## src/hw/rtl/sbf_pkg.sv

```systemverilog
package sbf_pkg;

    localparam int MAX_LAYERS      = 4;
    localparam int SLOTS_PER_LAYER = 2097152;
    localparam int MAX_HASHES      = 31;

    localparam int LAYER_W     = $clog2(MAX_LAYERS);
    localparam int SLOT_W      = $clog2(SLOTS_PER_LAYER);
    localparam int ADDR_W      = LAYER_W + SLOT_W;
    localparam int STORE_DEPTH = MAX_LAYERS * SLOTS_PER_LAYER;
    localparam int CNT_W       = 33;
    localparam int OPEN_W      = 3;
    localparam int QUEUE_DEPTH = 2;

    localparam logic [CNT_W-1:0] CNT_MAX = {CNT_W{1'b1}};
    localparam logic [7:0]       CTR_MAX = 8'd255;
    localparam logic [23:0]      FIRST_CAP_RESET = 24'd10000;

    localparam logic [1:0] FUNC_ADD    = 2'd0;
    localparam logic [1:0] FUNC_CHECK  = 2'd1;
    localparam logic [1:0] FUNC_REMOVE = 2'd2;

    typedef enum logic [2:0] {
        CFG_BASE_CAPACITY,
        CFG_GROWTH_MULTIPLIER,
        CFG_SLOTS_LAYER0,
        CFG_SLOTS_LAYER1,
        CFG_SLOTS_LAYER2,
        CFG_SLOTS_LAYER3,
        CFG_HASH_COUNTS
    } cfg_idx_t;

    typedef enum logic [1:0] {
        OP_ADD,
        OP_CHECK,
        OP_REMOVE,
        OP_NOP
    } op_t;

    typedef struct packed {
        op_t         op;
        logic [63:0] key;
    } item_t;

    typedef struct packed {
        logic [23:0]      first_cap;
        logic [3:0]       growth_multiplier;
        logic [3:0][21:0] slots_layer;
        logic [19:0]      hash_counts_packed;
    } cfg_t;

    typedef enum logic [3:0] {
        ST_CLEAR,
        ST_IDLE,
        ST_ADD_CHK,
        ST_LAYER,
        ST_MOD_HI,
        ST_MOD_LO,
        ST_RD,
        ST_DATA,
        ST_FINISH
    } back_state_t;

    function automatic logic [SLOT_W:0] slots_of(cfg_t cfg, logic [LAYER_W-1:0] layer);
        logic [21:0] s;
        s = cfg.slots_layer[layer];
        if (s == 22'd0) s = 22'd1;
        if (s > 22'(SLOTS_PER_LAYER)) s = 22'(SLOTS_PER_LAYER);
        return (SLOT_W+1)'(s);
    endfunction

    function automatic logic [4:0] hashes_of(cfg_t cfg, logic [LAYER_W-1:0] layer);
        logic [4:0] k;
        k = cfg.hash_counts_packed[5*layer +: 5];
        if (k > 5'(MAX_HASHES)) k = 5'(MAX_HASHES);
        return k;
    endfunction

endpackage

```

## src/hw/rtl/sbf_front.sv

```systemverilog
module sbf_front (
    input  logic           aclk,
    input  logic           aresetn,
    input  logic           s_valid,
    output logic           s_ready,
    input  logic [1:0]     s_func,
    input  logic [63:0]    s_key_hash,
    output logic           q_valid,
    output sbf_pkg::item_t q_item,
    input  logic           q_pop
);
    import sbf_pkg::*;

    item_t      queue_reg [QUEUE_DEPTH];
    logic       wr_ptr_reg, wr_ptr_next;
    logic       rd_ptr_reg, rd_ptr_next;
    logic [1:0] count_reg, count_next;
    logic       push;
    item_t      in_item;

    always_comb begin
        unique case (s_func)
            FUNC_ADD:    in_item.op = OP_ADD;
            FUNC_CHECK:  in_item.op = OP_CHECK;
            FUNC_REMOVE: in_item.op = OP_REMOVE;
            default:     in_item.op = OP_NOP;
        endcase
        in_item.key = s_key_hash;
    end

    assign s_ready = (count_reg != 2'(QUEUE_DEPTH));
    assign push    = s_valid && s_ready;
    assign q_valid = (count_reg != 2'd0);
    assign q_item  = queue_reg[rd_ptr_reg];

    always_comb begin
        wr_ptr_next = push ? ~wr_ptr_reg : wr_ptr_reg;
        rd_ptr_next = q_pop ? ~rd_ptr_reg : rd_ptr_reg;
        count_next  = count_reg + 2'(push) - 2'(q_pop);
    end

    always_ff @(posedge aclk) begin
        if (!aresetn) begin
            wr_ptr_reg <= 1'b0;
            rd_ptr_reg <= 1'b0;
            count_reg  <= '0;
        end else begin
            wr_ptr_reg <= wr_ptr_next;
            rd_ptr_reg <= rd_ptr_next;
            count_reg  <= count_next;
        end
        if (push) begin
            queue_reg[wr_ptr_reg] <= in_item;
        end
    end

endmodule

```

## config.mk

```make
export PLATFORM = sky130hd
export DESIGN_NAME = sbf_front
export DESIGN_NICKNAME = d
export VERILOG_FILES = /design/src/hw/rtl/sbf_pkg.sv /design/src/hw/rtl/sbf_front.sv
export SDC_FILE = /design/constraint.sdc
export NUM_CORES = 1
export LEC_CHECK = 0
export ABC_AREA = 1
export BUFFER_PORTS_ARGS = -buffer_cell sky130_fd_sc_hd__buf_2
export CAP_MARGIN = 10
export CORE_ASPECT_RATIO = 1.2
export CORE_MARGIN = 1
export CORE_UTILIZATION = 50
export CTS_CLUSTER_DIAMETER = 80
export DETAILED_ROUTE_END_ITERATION = 8
export PLACE_DENSITY = 0.86
export SYNTH_ARGS = -nofsm -noshare
export SYNTH_HDL_FRONTEND = slang
export SYNTH_SLANG_ARGS = --single-unit
```

## constraint.sdc

```tcl
create_clock -name aclk -period 6.3 [get_ports aclk]
set_input_delay 0.63 -clock aclk [delete_from_list [all_inputs] [get_ports aclk]]
set_output_delay 0.63 -clock aclk [all_outputs]
set_load 0.03 [all_outputs]
```

==> reports/qor.yml, run 1 <==
run_status:
  status: "complete, no violations"
synthesis:
  synth_area_per_cell_um2: 21.6
  synthFlopType: "edfxtp_1"
  ys_top_cells_by_count: "132 x edfxtp_1, 40 x mux2_4, 26 x mux2_2, 9 x nand2_1, 7 x inv_1"
  synthCells: 239
  ys_async_sr_fraction: 0
  ys_warn_count: 0
  yosysMostFrequentCell: "edfxtp_1"
  ys_ff_latch: 137
  syn_area_mm2: 0.00516
  synthTopCellsByArea: "edfxtp_1 77%, mux2_4 12%, mux2_2 5.7%, dfxtp_1 1.9%, buf_6 1.1%"
  syn-num-nets: 310
  synth_area_leader_cell: "edfxtp_1"
  synth_edf_count: 132
  ys_seq_area_frac: 0.788
  ys_types: 15
  synth_top_area_share: 0.769
detailed_routing:
  viasPerCell: 4.88
  num_vias: 2572
  drt-total-wl_um: 8370
  ant_nets: 0
  drc: 0
  drt-pass1-iter-count: 4
  drt-initial-drc-count: 105
  wl_per_cell_um: 15.9
floorplanning:
  start_util: 0.515
  fp.dieW_um: 94.7
  die-area_mm2: 0.0107
  fp-row-count: 40
  die-height_um: 113
  core_area_mm2: 0.0100
  pin_count: 138
clock_tree:
  hold_buffers: 0
  clkSlewWorstSetupHoldPaths_ns: 0.06
  cts_tree: "done"
  clk_latency_ns: 0.40
  cts_root_buffer: "clkbuf_16"
  htreeDepth: 4
  clk_path_buf_depth: 2
  ctsResizeCount: 0
  postCtsSetupBuffers: 0
  cts_buffers: 17
  cts.sinks: 137
critical_path:
  rr_worst_depth: 5
  r2r_setup_slack_ns: 3.88
  worst_r2r_startpoint: "count_reg[0]"
  end_kind: "primary output"
  r2r_end: "queue_reg[1][57]"
  path_class: "reg -> out"
  worst_ep_required_time_ns: 5.67
  cp.arrival_ns: 2.14
  startpoint_type: "register"
  worstPathMaxFanout: 66
timing:
  setup_violations: 0
  relSlewSlack: 0.275
  rsz0062_at_grt: "no"
  fin_tns_setup_ns: 0
  fmax_mhz: 361
  finClkSkew_ns: 0.00781
  worst_hold_slack_ns: 0.416
  tightest_slew_ns: 1.09
  hold_viol: 0
  period_share: 0.439
  fin_crit_ns: 2.77
  finalMaxSlewViolations: 0
final_layout:
  fin_nets: 459
  fillCellCount: 716
  largest_register_ffs: 132
  fin_cells: 527
  area_growth_pct: 26.9
  drive_gt1_frac: 0.586
  antenna_cells: 0
grt:
  grt_pass1_wl_um: 12700
  grt_pass1_vias: 2705
  grt_overflow: 0
  grt_antenna_before_repair: 0
  grt_max_degree: 67
  grt_usage: 0.164
place:
  port_buffers: 137
  routabilityCongestion: 0.650
  hpwl_um: 5540
  place_inst: 495
job:
  drv_cap: 0
worst_hold_path:
  hold_start: "s_key_hash[7]"
  hold_path_depth: 1
  hold_path_class: "in -> reg"
  worst_hold_path.endpoint: "queue_reg[0][7]"
power:
  power_density_mw_per_mm2: 373
  max-vdd-ir-drop_uv: 233
  p_total_w: 0.00244
  p_leak_nw: 2.58
layout make-up:
class	instances	area, um2	share of cell area
inverters	7	26.3	0.00402
flip-flops and latches	137	4070	0.622
clock buffers	18	429	0.0656
multi-input cells	86	1010	0.154
well taps	126	158	0.0241
repair buffers	139	701	0.107
clock inverters	14	155	0.0237
placed cells by master, fill, tap and decap left out, drive strengths merged, types with 3 or more instances in the layout:
cell	n
buf	139
bufinv	3
clkbuf	18
clkinv	7
clkinvlp	3
dfxtp	5
edfxtp	132
inv	8
mux2	66
nand2	9
nor2	4
metrics by stage:
step	setup WS, ns	utilization	instance area [um2]
after floorplan	2.19	-	5160
after global placement	3.70	0.595	5960
after detailed placement	3.62	0.595	5960
after CTS	3.51	0.654	6540
after global routing	3.43	0.654	6540
final	3.53	0.654	6540
logic make-up after synthesis:
group,synth area share
muxes,0.173
xor gates and xnor gates,0.00340
buffers and inverters,0.0194
and+or+nand+nor,0.0114
AOI/OAI and AO/OA,0.00194
DFF,0.788
adders and majority gates,0.00243
layer usage:
layer  track usage  part of all wire  vias up
met5             0                 0        -
met4        0.0657             0.010        0
met3        0.0538             0.053        8
met2         0.288              0.54       90
met1         0.181              0.39     1251
li1              -                 -     1223
power by group:
part,switching [W],internal [W]
clock network,0.000342,0.000616
logic,0.000219,0.000138
registers,0.0000386,0.00109
total,0.000600,0.00184
worst max path at each step:
stage	slack, ns	cells after the start	end
floorplan	2.19	4	queue_reg[1][0]
global placement	3.70	4	queue_reg[1][42]
detailed placement	3.62	4	queue_reg[1][44]
CTS	3.51	2	q_item[2]
global route	3.43	2	q_item[2]
finish	3.53	2	q_item[2]
worst max-delay path, stage by stage (launching register included):
cell and delay, ns:
dfxtp_4 1.05, mux2_2 0.44, buf_2 0.18
No activity file was read; power rests on OpenSTA's default activity.
==> run 2, diff against run 1 <==
- clock period: 6.3 -> 2.83 ns (I/O delays scaled with it)
==> reports/qor.yml, run 2 (synthesized netlist as in run 1, its figures left out) <==
critical_path:
  worstPathMaxFanout: 47  # -29%
  path_class: "reg -> out"
  worst_ep_required_time_ns: 2.55  # -3.12 ns
  end_kind: "primary output"
  cp.arrival_ns: 1.93  # -0.21 ns
  path_cells: "buf_12 -> mux2_2 -> buf_2"
  startpoint_type: "register"
  cp_slowest_cell: "dfxtp_4"
  crit_path_max_incr_delay_ns: 0.58  # -0.47 ns
grt:
  grt_antenna_before_repair: 3  # +3
  grt_usage: 0.174  # +0.00951
  grt_overflow: 0  # unchanged
  grt_max_degree: 67  # unchanged
  grt_pass1_vias: 2685  # -0.74%
  grt_pass1_wl_um: 13300  # +4.5%
detailed_routing:
  drt-pass1-iter-count: 5  # +1
  num_vias: 2658  # +3.3%
  drt-initial-drc-count: 139  # +32%
  drc: 0  # unchanged
  viasPerCell: 5.01  # +2.6%
  wl_per_cell_um: 16.9  # +6.2%
  drt-total-wl_um: 8960  # +7.0%
  ant_nets: 0  # unchanged
clock_tree:
  clk_latency_ns: 0.40  # about the same
  cts.sinks: 137  # unchanged
  clk_path_buf_depth: 2  # unchanged
  clkSlewWorstSetupHoldPaths_ns: 0.06  # about the same
  cts_buffers: 17  # unchanged
  htreeDepth: 4  # unchanged
  ctsResizeCount: 0  # unchanged
  cts_root_buffer: "clkbuf_16"
  postCtsSetupBuffers: 0  # unchanged
  cts_tree: "done"
  hold_buffers: 0  # unchanged
job:
  drv_cap: 0  # unchanged
worst_hold_path:
  hold_path_class: "in -> reg"
floorplanning:
  pin_count: 138  # unchanged
  die-height_um: 113  # unchanged
  fp-row-count: 40  # unchanged
  die-area_mm2: 0.0107  # unchanged
  fp.dieW_um: 94.7  # unchanged
  start_util: 0.515  # unchanged
  core_area_mm2: 0.0100  # unchanged
final_layout:
  final_common_cell: "buf_2"
  fin_nets: 461  # +0.44%
  final_cell_mix: "137 x buf_2, 132 x edfxtp_1, 40 x mux2_4"
  largest_register_ffs: 132  # unchanged
  fin_cells: 531  # +0.76%
  area_growth_pct: 30.1
  drive_gt1_frac: 0.593  # +0.00702
place:
  hpwl_um: 5890  # +6.3%
  place_inst: 497  # +0.40%
  routabilityCongestion: 0.697  # +7.2%
  port_buffers: 137  # unchanged
  pre_cts_slack_ns: 0.952  # -2.67 ns
timing:
  finalMaxSlewViolations: 0  # unchanged
  finClkSkew_ns: 0.00443  # -0.00338 ns
  tightest_slew_ns: 0.678  # -0.409 ns
  worst_hold_slack_ns: 0.0658  # -0.350 ns
  relSlewSlack: 0.547  # +0.272
  period_share: 0.782
  finalWorstSetupSlack_ns: 0.618  # -2.91 ns
  rsz0062_at_grt: "no"
  setup_violations: 0  # unchanged
  hold_viol: 0  # unchanged
  fin_crit_ns: 2.21
  fmax_mhz: 452
run_status:
  status: "complete, no violations"
power:
  p_clk_frac: 0.429  # +0.037
  p_total_w: 0.00583  # +140%
  net-switching-power_w: 0.00136  # +130%
  switching_share: 0.233  # -0.0130
  power_density_mw_per_mm2: 869  # +130%
  p_leak_nw: 2.65  # +3.0%
  power_frac_comb: 0.146  # about the same
  power_frac_seq: 0.426  # -0.035
  max-vdd-ir-drop_uv: 519  # +120%
  p_int_w: 0.00447  # +140%
==> run 2: power by group through the flow <==
stage / Combinational, W / Sequential, W / Clock (W)
after floorplan: 0.000621 / 0.00250 / 0
after global placement: 0.000836 / 0.00251 / 0
after detailed placement: 0.000855 / 0.00252 / 0
after CTS: 0.000858 / 0.00249 / 0.00254
after global routing: 0.000896 / 0.00250 / 0.00263
final: 0.000848 / 0.00248 / 0.00250
==> run 2: final cells by class <==
type / count / area, um2
diodes: 2 / 5.00
clock buffers: 17 / 425
clock inverters: 15 / 253
fillers: 691 / 3300
inverters: 7 / 26.3
multi-input cells: 86 / 1010
flip-flops and latches: 137 / 4070
well taps: 126 / 158
repair buffers: 141 / 766
==> run 2: worst paths after layout <==
check	start	to	slack [ns]	depth (start not counted)
max reg2reg	count_reg[0]	queue_reg[1][11]	0.96	5
min	s_key_hash[8]	queue_reg[1][8]	0.07	1
min reg2reg	rd_ptr_reg	rd_ptr_reg	0.53	2
max	register	q_item[65]	0.62	3
==> run 2: critical path: cells and delay by family, from the launching register on <==
kind,cells,cell delay [ns]
DFF,1,0.58
buffers and inverters,2,0.50
muxes,1,0.39
==> run 2: stage by stage <==
step | util | setup TNS [ns] | cell area, um2
final | 0.670 | 0 | 6710
after global routing | 0.670 | 0 | 6710
after CTS | 0.670 | 0 | 6700
after detailed placement | 0.602 | 0 | 6020
after global placement | 0.602 | 0 | 6020
after floorplan | - | -22.84 | 5160
==> run 2: layer usage <==
layer | global-route usage | wire length, um
met5 | 0 | 11
met1 | 0.187 | 3310
met4 | 0.0818 | 156
met2 | 0.294 | 4850
met3 | 0.0699 | 628
